### src/hw/rtl/xeu_pkg.sv
// Shared types and constants for the XML entity unescape block.
package xeu_pkg;

  // Characters that drive entity matching
  localparam logic [7:0] ChAmp   = 8'h26;  // '&'
  localparam logic [7:0] ChSemi  = 8'h3B;  // ';'
  localparam logic [7:0] ChLt    = 8'h3C;  // '<'
  localparam logic [7:0] ChGt    = 8'h3E;  // '>'
  localparam logic [7:0] ChApos  = 8'h27;  // '\''
  localparam logic [7:0] ChQuot  = 8'h22;  // '"'
  localparam logic [7:0] ChLowA  = 8'h61;
  localparam logic [7:0] ChLowG  = 8'h67;
  localparam logic [7:0] ChLowL  = 8'h6C;
  localparam logic [7:0] ChLowM  = 8'h6D;
  localparam logic [7:0] ChLowO  = 8'h6F;
  localparam logic [7:0] ChLowP  = 8'h70;
  localparam logic [7:0] ChLowQ  = 8'h71;
  localparam logic [7:0] ChLowS  = 8'h73;
  localparam logic [7:0] ChLowT  = 8'h74;
  localparam logic [7:0] ChLowU  = 8'h75;

  // Queue between the matcher and the output stage
  localparam int unsigned QDepth = 4;
  localparam int unsigned QPtrW  = $clog2(QDepth);
  localparam int unsigned QCntW  = $clog2(QDepth + 1);

  // One decoded result
  typedef struct packed {
    logic [7:0] data;
    logic       last;
    logic       malformed;
  } result_t;

endpackage

### src/hw/rtl/xeu_front.sv
// Front end: accepts raw bytes and tracks progress through an entity.
module xeu_front (
  input  logic             clk_i,
  input  logic             rst_ni,
  input  logic             in_valid_i,
  output logic             in_ready_o,
  input  logic [7:0]       in_byte_i,
  input  logic             in_last_i,
  input  logic             q_full_i,
  output logic             push_o,
  output xeu_pkg::result_t push_data_o
);
  import xeu_pkg::*;

  typedef enum logic [16:0] {
    ST_IDLE = 17'b0_0000_0000_0000_0001,
    ST_AND  = 17'b0_0000_0000_0000_0010,
    ST_A    = 17'b0_0000_0000_0000_0100,
    ST_AM   = 17'b0_0000_0000_0000_1000,
    ST_AMP  = 17'b0_0000_0000_0001_0000,
    ST_AP   = 17'b0_0000_0000_0010_0000,
    ST_APO  = 17'b0_0000_0000_0100_0000,
    ST_APOS = 17'b0_0000_0000_1000_0000,
    ST_L    = 17'b0_0000_0001_0000_0000,
    ST_LT   = 17'b0_0000_0010_0000_0000,
    ST_G    = 17'b0_0000_0100_0000_0000,
    ST_GT   = 17'b0_0000_1000_0000_0000,
    ST_Q    = 17'b0_0001_0000_0000_0000,
    ST_QU   = 17'b0_0010_0000_0000_0000,
    ST_QUO  = 17'b0_0100_0000_0000_0000,
    ST_QUOT = 17'b0_1000_0000_0000_0000,
    ST_DROP = 17'b1_0000_0000_0000_0000
  } state_e;

  state_e     state_q, state_d;
  state_e     adv_state;
  logic       adv_ok;
  logic       close_ok;
  logic [7:0] close_byte;
  logic       is_idle;
  logic       is_drop;
  logic       accept;

  assign in_ready_o = ~q_full_i;
  assign accept     = in_valid_i & ~q_full_i;

  // Classify the current state against the incoming byte
  always_comb begin
    adv_state  = ST_IDLE;
    adv_ok     = 1'b0;
    close_ok   = 1'b0;
    close_byte = 8'h00;
    is_idle    = 1'b0;
    is_drop    = 1'b0;
    case (state_q)
      ST_AND: begin
        if (in_byte_i == ChLowA) begin
          adv_state = ST_A; adv_ok = 1'b1;
        end else if (in_byte_i == ChLowL) begin
          adv_state = ST_L; adv_ok = 1'b1;
        end else if (in_byte_i == ChLowG) begin
          adv_state = ST_G; adv_ok = 1'b1;
        end else if (in_byte_i == ChLowQ) begin
          adv_state = ST_Q; adv_ok = 1'b1;
        end
      end
      ST_A: begin
        if (in_byte_i == ChLowM) begin
          adv_state = ST_AM; adv_ok = 1'b1;
        end else if (in_byte_i == ChLowP) begin
          adv_state = ST_AP; adv_ok = 1'b1;
        end
      end
      ST_AM: begin
        adv_state = ST_AMP; adv_ok = (in_byte_i == ChLowP);
      end
      ST_AP: begin
        adv_state = ST_APO; adv_ok = (in_byte_i == ChLowO);
      end
      ST_APO: begin
        adv_state = ST_APOS; adv_ok = (in_byte_i == ChLowS);
      end
      ST_L: begin
        adv_state = ST_LT; adv_ok = (in_byte_i == ChLowT);
      end
      ST_G: begin
        adv_state = ST_GT; adv_ok = (in_byte_i == ChLowT);
      end
      ST_Q: begin
        adv_state = ST_QU; adv_ok = (in_byte_i == ChLowU);
      end
      ST_QU: begin
        adv_state = ST_QUO; adv_ok = (in_byte_i == ChLowO);
      end
      ST_QUO: begin
        adv_state = ST_QUOT; adv_ok = (in_byte_i == ChLowT);
      end
      ST_AMP: begin
        close_ok = 1'b1; close_byte = ChAmp;
      end
      ST_APOS: begin
        close_ok = 1'b1; close_byte = ChApos;
      end
      ST_LT: begin
        close_ok = 1'b1; close_byte = ChLt;
      end
      ST_GT: begin
        close_ok = 1'b1; close_byte = ChGt;
      end
      ST_QUOT: begin
        close_ok = 1'b1; close_byte = ChQuot;
      end
      ST_DROP: is_drop = 1'b1;
      default: is_idle = 1'b1;  // idle and any stray code
    endcase
  end

  // Next state and result for an accepted byte
  always_comb begin
    state_d     = state_q;
    push_o      = 1'b0;
    push_data_o = '0;
    if (accept) begin
      if (is_drop) begin
        state_d = in_last_i ? ST_IDLE : ST_DROP;
      end else if (is_idle) begin
        if (in_byte_i != ChAmp) begin
          push_o      = 1'b1;
          push_data_o = '{data: in_byte_i, last: in_last_i, malformed: 1'b0};
          state_d     = ST_IDLE;
        end else if (in_last_i) begin
          push_o      = 1'b1;
          push_data_o = '{data: 8'h00, last: 1'b1, malformed: 1'b1};
          state_d     = ST_IDLE;
        end else begin
          state_d = ST_AND;
        end
      end else if (in_byte_i == ChSemi && close_ok) begin
        push_o      = 1'b1;
        push_data_o = '{data: close_byte, last: in_last_i, malformed: 1'b0};
        state_d     = ST_IDLE;
      end else if (adv_ok && !in_last_i) begin
        state_d = adv_state;
      end else begin
        // Unknown or unfinished entity: one error result, then drop the rest of the string unless this byte ends it
        push_o      = 1'b1;
        push_data_o = '{data: 8'h00, last: 1'b1, malformed: 1'b1};
        state_d     = in_last_i ? ST_IDLE : ST_DROP;
      end
    end
  end

  always_ff @(posedge clk_i or negedge rst_ni) begin
    if (!rst_ni) begin
      state_q <= ST_IDLE;
    end else begin
      state_q <= state_d;
    end
  end

endmodule

### src/hw/rtl/xeu_queue.sv
// Short result queue between the matcher and the output stage.
module xeu_queue (
  input  logic             clk_i,
  input  logic             rst_ni,
  input  logic             push_i,
  input  xeu_pkg::result_t push_data_i,
  output logic             full_o,
  input  logic             pop_i,
  output logic             valid_o,
  output xeu_pkg::result_t head_o
);
  import xeu_pkg::*;

  result_t          mem_q [QDepth];
  logic [QPtrW-1:0] wr_ptr_q, wr_ptr_d;
  logic [QPtrW-1:0] rd_ptr_q, rd_ptr_d;
  logic [QCntW-1:0] count_q, count_d;
  logic             do_push;
  logic             do_pop;

  assign full_o  = (count_q == QCntW'(QDepth));
  assign valid_o = (count_q != '0);
  assign head_o  = mem_q[rd_ptr_q];
  assign do_push = push_i & ~full_o;
  assign do_pop  = pop_i & valid_o;

  // Pointer and fill bookkeeping
  always_comb begin
    wr_ptr_d = do_push ? QPtrW'(wr_ptr_q + 1'b1) : wr_ptr_q;
    rd_ptr_d = do_pop  ? QPtrW'(rd_ptr_q + 1'b1) : rd_ptr_q;
    count_d  = count_q;
    if (do_push && !do_pop) begin
      count_d = QCntW'(count_q + 1'b1);
    end else if (!do_push && do_pop) begin
      count_d = QCntW'(count_q - 1'b1);
    end
  end

  always_ff @(posedge clk_i or negedge rst_ni) begin
    if (!rst_ni) begin
      wr_ptr_q <= '0;
      rd_ptr_q <= '0;
      count_q  <= '0;
    end else begin
      wr_ptr_q <= wr_ptr_d;
      rd_ptr_q <= rd_ptr_d;
      count_q  <= count_d;
    end
  end

  // Entry storage, no reset needed
  always_ff @(posedge clk_i) begin
    if (do_push) begin
      mem_q[wr_ptr_q] <= push_data_i;
    end
  end

endmodule

### src/hw/rtl/xeu_back.sv
// Back end: output register that drives the result stream.
module xeu_back (
  input  logic             clk_i,
  input  logic             rst_ni,
  input  logic             q_valid_i,
  input  xeu_pkg::result_t q_head_i,
  output logic             q_pop_o,
  output logic             out_valid_o,
  input  logic             out_ready_i,
  output xeu_pkg::result_t out_data_o
);
  import xeu_pkg::*;

  logic    valid_q, valid_d;
  result_t data_q;

  // Refill whenever the register is empty or being drained
  assign q_pop_o = q_valid_i & (~valid_q | out_ready_i);

  always_comb begin
    valid_d = valid_q;
    if (q_pop_o) begin
      valid_d = 1'b1;
    end else if (out_ready_i) begin
      valid_d = 1'b0;
    end
  end

  always_ff @(posedge clk_i or negedge rst_ni) begin
    if (!rst_ni) begin
      valid_q <= 1'b0;
    end else begin
      valid_q <= valid_d;
    end
  end

  always_ff @(posedge clk_i) begin
    if (q_pop_o) begin
      data_q <= q_head_i;
    end
  end

  assign out_valid_o = valid_q;
  assign out_data_o  = data_q;

endmodule

### src/hw/rtl/xml_entity_unescape.sv
// Top level of the XML predefined entity decoder.
//
// Decodes &amp; &lt; &gt; &apos; and &quot; in a byte stream into single
// bytes and passes every other byte through; tlast marks the end of each
// string. The matcher takes one byte per clock, every clock, as long as its
// four-entry result queue has room; results leave through a registered
// output stage, also one per clock while m_axis_tready_i is high, so a
// full-rate stream flows without bubbles through queue and output register.
// Bytes inside an entity give no transfer until the closing ';'. An unknown
// or unfinished entity gives a single transfer with tdata zero, tuser high
// and tlast high; the remaining input bytes of that string, up to and
// including its last one, are consumed without output.
module xml_entity_unescape (
  input  logic       clk_i,
  input  logic       rst_ni,
  input  logic       s_axis_tvalid_i,
  output logic       s_axis_tready_o,
  input  logic [7:0] s_axis_tdata_i,   // [7:0] in_byte
  input  logic       s_axis_tlast_i,   // in_last
  output logic       m_axis_tvalid_o,
  input  logic       m_axis_tready_i,
  output logic [7:0] m_axis_tdata_o,   // [7:0] out_byte
  output logic       m_axis_tlast_o,   // out_last
  output logic       m_axis_tuser_o    // [0] malformed
);
  import xeu_pkg::*;

  logic    q_full;
  logic    push;
  result_t push_data;
  logic    pop;
  logic    q_valid;
  result_t q_head;
  result_t out_data;

  // Entity matcher
  xeu_front u_front (
    .clk_i       (clk_i),
    .rst_ni      (rst_ni),
    .in_valid_i  (s_axis_tvalid_i),
    .in_ready_o  (s_axis_tready_o),
    .in_byte_i   (s_axis_tdata_i),
    .in_last_i   (s_axis_tlast_i),
    .q_full_i    (q_full),
    .push_o      (push),
    .push_data_o (push_data)
  );

  // Decoupling queue
  xeu_queue u_queue (
    .clk_i       (clk_i),
    .rst_ni      (rst_ni),
    .push_i      (push),
    .push_data_i (push_data),
    .full_o      (q_full),
    .pop_i       (pop),
    .valid_o     (q_valid),
    .head_o      (q_head)
  );

  // Output stage
  xeu_back u_back (
    .clk_i       (clk_i),
    .rst_ni      (rst_ni),
    .q_valid_i   (q_valid),
    .q_head_i    (q_head),
    .q_pop_o     (pop),
    .out_valid_o (m_axis_tvalid_o),
    .out_ready_i (m_axis_tready_i),
    .out_data_o  (out_data)
  );

  assign m_axis_tdata_o = out_data.data;
  assign m_axis_tlast_o = out_data.last;
  assign m_axis_tuser_o = out_data.malformed;

endmodule

### config.mk
export PLATFORM = sky130hd
export DESIGN_NAME = xml_entity_unescape
export DESIGN_NICKNAME = d
export VERILOG_FILES = /design/src/hw/rtl/xeu_pkg.sv /design/src/hw/rtl/xeu_front.sv /design/src/hw/rtl/xeu_queue.sv /design/src/hw/rtl/xeu_back.sv /design/src/hw/rtl/xml_entity_unescape.sv
export SDC_FILE = /design/constraint.sdc
export NUM_CORES = 1
export LEC_CHECK = 0
export BUFFER_PORTS_ARGS = -buffer_cell sky130_fd_sc_hd__clkbuf_2
export CAP_MARGIN = 20
export CORE_ASPECT_RATIO = 1.5
export CORE_MARGIN = 2
export CORE_UTILIZATION = 57
export DETAILED_ROUTE_END_ITERATION = 10
export PLACE_DENSITY = 0.85
export SLEW_MARGIN = 5
export SYNTH_ARGS = -nofsm -noshare
export SYNTH_HDL_FRONTEND = slang
export SYNTH_HIERARCHICAL = 1
export SYNTH_SLANG_ARGS = --single-unit
export TNS_END_PERCENT = 50
### constraint.sdc
create_clock -name clk_i -period 5.6 [get_ports clk_i]
set_input_delay 1.12 -clock clk_i [delete_from_list [all_inputs] [get_ports clk_i]]
set_output_delay 1.12 -clock clk_i [all_outputs]
set_load 0.03 [all_outputs]
# Yosys cells after proc, flatten, opt, wreduce, memory -nomap -nowiden
# Memory sizes are Yosys's and may differ from the RTL's. A register that Yosys moved wholly into a read port is not among the register bits.
# Index checks and enable logic that the tools add are counted.
[classes]
n_addsub = 4
n_eq_ne = 29
n_mux = 44
n_bitwise = 7
n_reduce_logical = 14
[op_table]
columns = ["op", "count"]
rows = [
  ["17-bit two-way mux", 10],
  ["17-bit one-hot mux with 10 select lines", 1],
  ["8-bit by 7-bit equality test with 1-bit output (second input constant)", 10],
  ["10-bit two-way mux", 5],
  ["6-bit one-hot mux with 5 select lines", 1],
  ["1-bit two-way mux", 19],
  ["17-bit by 10-bit equality test with 1-bit output (second input constant)", 1],
  ["17-bit by 11-bit equality test with 1-bit output (second input constant)", 1],
  ["17-bit by 12-bit equality test with 1-bit output (second input constant)", 1],
  ["17-bit by 13-bit equality test with 1-bit output (second input constant)", 1],
  ["17-bit by 14-bit equality test with 1-bit output (second input constant)", 1],
  ["17-bit by 15-bit equality test with 1-bit output (second input constant)", 1],
  ["17-bit by 16-bit equality test with 1-bit output (second input constant)", 1],
  ["17-bit equality test (second input constant)", 1],
  ["17-bit by 2-bit equality test with 1-bit output (second input constant)", 1],
  ["17-bit by 3-bit equality test with 1-bit output (second input constant)", 1],
  ["17-bit by 4-bit equality test with 1-bit output (second input constant)", 1],
  ["17-bit by 5-bit equality test with 1-bit output (second input constant)", 1],
  ["17-bit by 6-bit equality test with 1-bit output (second input constant)", 1],
  ["17-bit by 7-bit equality test with 1-bit output (second input constant)", 1],
  ["17-bit by 8-bit equality test with 1-bit output (second input constant)", 1],
  ["17-bit by 9-bit equality test with 1-bit output (second input constant)", 1],
  ["16-bit OR reduction", 1],
  ["13-bit two-way mux", 1],
  ["20 further kinds", 34],
]
[word_totals]
reg_bits = 25
ramBits = 40
word_cells = 104
memories = 1
[memory_table]
columns = ["name", "depth", "word_bits", "read_ports", "rd_clocked_by_memory_dff", "wr", "line_no", "text"]
rows = [
  ["u_queue.mem_q", 4, 10, 1, 1, 1, "xeu_queue.sv:14", "result_t mem_q [QDepth];"],
]

# Logic depth before layout (Yosys ltp)
[logic_depth]
depth_word = 17
mapped_depth = 17
depth_no_buf = 14

# Cells and area by module
# The synthesis kept the hierarchy.
[modules_own_cells]
columns = ["mod", "instances", "cells_per_inst", "area_each_um2"]
rows = [
  ["xeu_queue", 1, 87, 1879.3],
  ["xeu_front", 1, 231, 1796.7],
  ["xeu_back", 1, 14, 344.1],
]

# Least setup slack after synthesis
# Ideal clock, no wire load.
[synth_path]
kind = "input-to-reg"
start = "in s_axis_tdata_i[2]"
end = "reg u_queue.count_q[1]"
setup_time_ns = 0.125
arrival_ns = 3.799
t_required_ns = 5.475
slack_ns = 1.676
cell_stages = 14
n_path_buf = 2
cell_sequence = "clkbuf_1 -> nor4bb_1 -> o21bai_1 -> a2111oi_0 -> a21oi_1 -> o41ai_1 -> a41o_1 -> o31ai_1 -> nor2b_2 -> buf_6 -> ha_1 -> inv_1 -> fa_1 -> mux2_2"
[synth_between]
elab_cells_between_ends = 33
cone_classes = "eq/ne: 12; mux: 14; bitwise: 1; reduce/logical: 6"
[synth_lines]
columns = ["item", "line_no", "text"]
rows = [
  ["from (decl)", "xml_entity_unescape.sv:18", "input logic [7:0] s_axis_tdata_i,"],
  ["8-bit by 7-bit equality test with 1-bit output", "xeu_front.sv:63", "end else if (in_byte_i == ChLowQ) begin"],
  ["1-bit two-way mux", "xeu_front.sv:63", ""],
  ["1-bit two-way mux", "xeu_front.sv:61", "end else if (in_byte_i == ChLowG) begin"],
  ["1-bit two-way mux", "xeu_front.sv:59", "end else if (in_byte_i == ChLowL) begin"],
  ["1-bit two-way mux", "xeu_front.sv:57", "if (in_byte_i == ChLowA) begin"],
  ["1-bit one-hot mux with 7 select lines", "xeu_front.sv:55", "case (state_q)"],
  ["1-bit logical AND", "xeu_front.sv:142", "end else if (adv_ok && !in_last_i) begin"],
  ["1-bit two-way mux", "xeu_front.sv:142", ""],
  ["(+2 left out)", "-", ""],
  ["1-bit two-way mux *", "xeu_front.sv:124", "if (is_drop) begin"],
  ["1-bit two-way mux *", "xeu_front.sv:123", "if (accept) begin"],
  ["via push", "xml_entity_unescape.sv:29", "logic push;"],
  ["1-bit bitwise AND *", "xeu_queue.sv:24", "assign do_push = push_i & ~full_o;"],
  ["via u_queue.do_push", "xeu_queue.sv:18", "logic do_push;"],
  ["1-bit logical AND *", "xeu_queue.sv:32", "if (do_push && !do_pop) begin"],
  ["3-bit two-way mux *", "xeu_queue.sv:32", ""],
  ["via u_queue.count_d[1]", "xeu_queue.sv:17", "logic [QCntW-1:0] count_q, count_d;"],
  ["to (signal assigned)", "xeu_queue.sv:47", "count_q <= count_d;"],
  ["to (decl)", "xeu_queue.sv:17", ""],
]
# The timed path passes the listed nets; every way through them passes the cells marked *.
# A chain may end at the register's enable or synchronous reset.

# Worst setup path after layout
[layout_path]
start = "reg u_front.state_q[12]"
end = "reg u_queue.count_q[2]"
[layout_between]
elab_chain_cells = 13
elab_cells_between_ends = 36
cone_classes = "eq/ne: 16; mux: 9; bitwise: 1; reduce/logical: 10"
[layout_lines]
columns = ["item", "line_no", "text"]
rows = [
  ["from (decl)", "xeu_front.sv:35", "state_e state_q, state_d;"],
  ["from (signal assigned)", "xeu_front.sv:157", "state_q <= state_d;"],
  ["17-bit by 9-bit equality test with 1-bit output (tied with other cells)", "xeu_front.sv:55", ""],
  ["3-bit OR reduction (no line) or 2-bit OR reduction (tied branches)", "-", ""],
  ["1-bit one-hot mux with 7 select lines", "xeu_front.sv:55", ""],
  ["1-bit logical AND", "xeu_front.sv:142", ""],
  ["1-bit two-way mux", "xeu_front.sv:142", ""],
  ["1-bit two-way mux", "xeu_front.sv:138", "end else if (in_byte_i == ChSemi && close_ok) begin"],
  ["1-bit two-way mux", "xeu_front.sv:126", "end else if (is_idle) begin"],
  ["1-bit two-way mux *", "xeu_front.sv:124", ""],
  ["1-bit two-way mux *", "xeu_front.sv:123", ""],
  ["via push", "xml_entity_unescape.sv:29", ""],
  ["1-bit bitwise AND *", "xeu_queue.sv:24", ""],
  ["1-bit zero test", "xeu_queue.sv:34", "end else if (!do_push && do_pop) begin"],
  ["1-bit logical AND", "xeu_queue.sv:34", ""],
  ["2-bit nonzero test (no line)", "-", ""],
]
# Marks and branches as above.

==> impl_results.md <==
- P&R area growth vs syn: 9.31%
- Slew Viols, Final: 0
- Max rail drop VDD: 0.000176 V
- Top cell type by total area after synthesis: edfxtp_1
- Max-Cap Viols: 0
- Layout net count: 368
- GRT Total Usage: 0.231
- Yosys Warn Count: 6
- Hold buffer count at CTS: 0
- Global-route wire length before repair: 13600 um
- First-pass DRT Iterations: 4
- Outcome: finished clean
- Initial Util: 0.587
- Critical Path AT: 4.50 ns
- Clk_lat worst skew: 0.34 ns
- Max Root-Sink Buffers: 2
- DR top layer: met4
- Crit Path Category: reg2reg
- ANT nets after route: 0
- Async S/R FF share, synth: 0.333
- Hold Crit Class: reg2reg
- Global placer's final weighted congestion: 0.888
- Dominant cells by area after synthesis: edfxtp_1 37%, dfrtp_1 15%, mux4_2 5.6%
- Dpl hpwl: 6190 um
- Final setup TNS: 0 ns
- Multi-input gate area: 1760 um^2
- # resized after CTS: 0
- Post-CTS Setup Bufs: 0
- Seq/Total Area, Yosys: 0.529
- CP Max Fanout: 8
- Crit end category: flip-flop
- Initial antenna violation count: 0
- Crit share post-route: 0.758
- IO Port Bufs: 24
- Unrepaired setup endpoints after global routing: no
- Vias in the first global route: 2764
- Crit path cell chain: nor4_1 -> nand4_1 -> nor4b_1 -> nor3_1 -> nand4_1 -> nor2_1 -> o31ai_1 -> nor2b_2 -> ha_1 -> inv_1 -> fa_1 -> xor2_1 -> nor2_1 -> xor2_1
- Endpoints failing hold: 0
- Dpl ws: 1.42 ns
- CP peak stage delay: 0.61 ns
- Net count after synthesis: 351
- EDFF count, synth: 50
- CP top delay family: simple AND/OR/NAND/NOR gates
- Synth Register Bits: 75
- Drt drc: 0
- Primary FF master, synth: edfxtp_1
- DR WL met2: 4480 um
- Filler cells: 521
- Die W: 72.6 um
- Cell count after synthesis: 332
- Synth top area share: 0.373
- DR WL/cell: 18.9 um
- Synth Area per Inst: 12.1 um^2
- Max Clk Rate: 236 MHz
- Met3 routed WL: 257 um
- H-tree levels: 3
- Worst setup SP type: flip-flop
- Power Density: 436 nW/um^2
- Post-route setup slack: 1.36 ns
- Slew Limit Headroom: 0.539
- Cell Rows: 37
- DRT met1 WL: 3110 um
- Root buffer cell: clkbuf_8
- Synthesized area: 4020 um^2
- Min Clock Period, post-route: 4.24 ns
- TritonCTS Buffers: 9
- Final Skew: 0.00625 ns
- Io pins: 25
- CTS tree: yes
- Detailed Route WL: 8140 um
- Initial DRC Count: 144
- GR Overflow Total: 0
- Share of cells above drive strength 1: 0.220
- Synth cell types: 70
- ANT cells: 0
- Bufs and invs on worst path: 1
- DIE AREA: 7750 um^2
- Slowest cell on the critical path: nor4_1
- Lkg Pwr: 1.68 nW
- Min Hold Slack: 0.522 ns
- Final setup viols: 0
- Largest net degree at the start of global routing: 26
- DR vias: 2755
- Clock slew at reported path FFs: 0.08 ns
- Core ar.: 6850 um^2
- FF+latch area: 2130 um^2
- CTS Sinks: 75
- Worst-Margin Slew: 0.692 ns
- Required time worst endpoint: 5.86 ns
- DR vias/cell: 6.38
- Die H: 107 um
==> state kept, by name, summed over array words and instances, names as in the netlist <==
register	count
u_queue/mem_q	40
u_queue/count_q	3
u_queue/rd_ptr_q	2
u_back/out_data_o	10
u_back/out_valid_o	1
u_front/state_q	17
u_queue/wr_ptr_q	2
==> per-layer routing <==
layer  vias up  GRT usage
met2        60      0.408
met1      1368      0.263
li1       1303          -
met5         -          0
met4         0      0.107
met3        24     0.0451
==> final cells by class <==
type	instances	share of cell area
Clock buffer	12	0.0404
Sequential cell	75	0.484
Clock inverter	4	0.0177
Multi-Input combinational cell	231	0.401
Timing Repair Buffer	24	0.0273
Tap cell	78	0.0222
Inverter	8	0.00683
==> stage by stage <==
step,total power [mW],area (um^2),utilization,instances
2_1_floorplan,1.30,4020,-,332
3_3_place_gp,1.40,4140,0.604,416
3_5_place_dp,1.43,4140,0.604,416
4_1_cts,1.93,4390,0.641,432
5_1_grt,2.01,4390,0.641,432
6_report,1.92,4390,0.641,432
==> synth_stat cells (2+ instances only) <==
master,instances
and2_2,4
nor4bb_1,2
nor4b_1,3
nor4_1,7
nand3_1,10
nor3_1,10
o31ai_1,5
o21ai_1,4
o21ai_0,8
nor3b_1,5
buf_6,3
a22o_1,2
a31o_2,3
mux4_2,10
ha_1,5
clkbuf_1,10
inv_1,8
xor2_1,4
nand2_1,28
or4_1,2
or3_1,3
xnor2_1,7
or4_4,2
a21oi_1,8
nand2b_1,6
mux2_4,2
a31oi_1,4
nor2_1,22
edfxtp_1,50
or2_2,2
and2_1,3
o22ai_1,3
nand3b_1,5
o41ai_1,2
dfrtp_1,24
buf_2,4
and3_1,6
nor2b_1,7
nand4_1,8
==> cell usage in the layout (no fill, tap or decap), types with 6 or more instances in the layout <==
master	netlist	final
dfrtp_1	24	24
nor2b_1	7	7
and3_1	6	6
edfxtp_1	50	50
nand2_1	28	28
clkbuf_8	0	9
clkbuf_2	0	24
nand3_1	10	10
xnor2_1	7	7
o21ai_0	8	8
mux4_2	10	10
nand2b_1	6	6
nand4_1	8	8
nor2_1	22	22
nor4_1	7	7
nor3_1	10	10
inv_1	8	8
a21oi_1	8	8
==> worst paths after layout <==
check | cells past startpoint | slack [ns] | from | end
worst max-delay path | 14 | 1.36 | u_front/state_q[12] | u_queue/count_q[2]
worst min-delay path | 2 | 0.52 | u_back/out_valid_o | u_back/out_valid_o
worst max register to register | 14 | 1.36 | u_front/state_q[12] | u_queue/count_q[2]
worst min register to register | 2 | 0.52 | u_back/out_valid_o | u_back/out_valid_o
max in group asynchronous | 1 | 4.41 | rst_ni | u_front/state_q[10]
min in group asynchronous | 1 | 0.78 | rst_ni | u_front/state_q[9]
==> worst min-delay path, cell delays in order, from the launching register on <==
cell,delay [ns]
dfrtp_1,0.36
nand2b_1,0.07
nand2b_1,0.06
==> cell families after synthesis <==
kind of cell    count (synthesis)  synth area share
flops                          75             0.529
simple gates                  149             0.225
fa+ha+maj                       6            0.0205
buf+inv                        26            0.0321
mux                            13            0.0663
compound gates                 52             0.102
xor+xnor                       11            0.0240
==> report_power, final <==
group / total (mW) / internal (mW) / switching, mW
Clock: 0.506 / 0.308 / 0.199
Combinational: 0.532 / 0.226 / 0.306
Sequential: 0.878 / 0.784 / 0.0939
(Power assumes the default switching activity.)
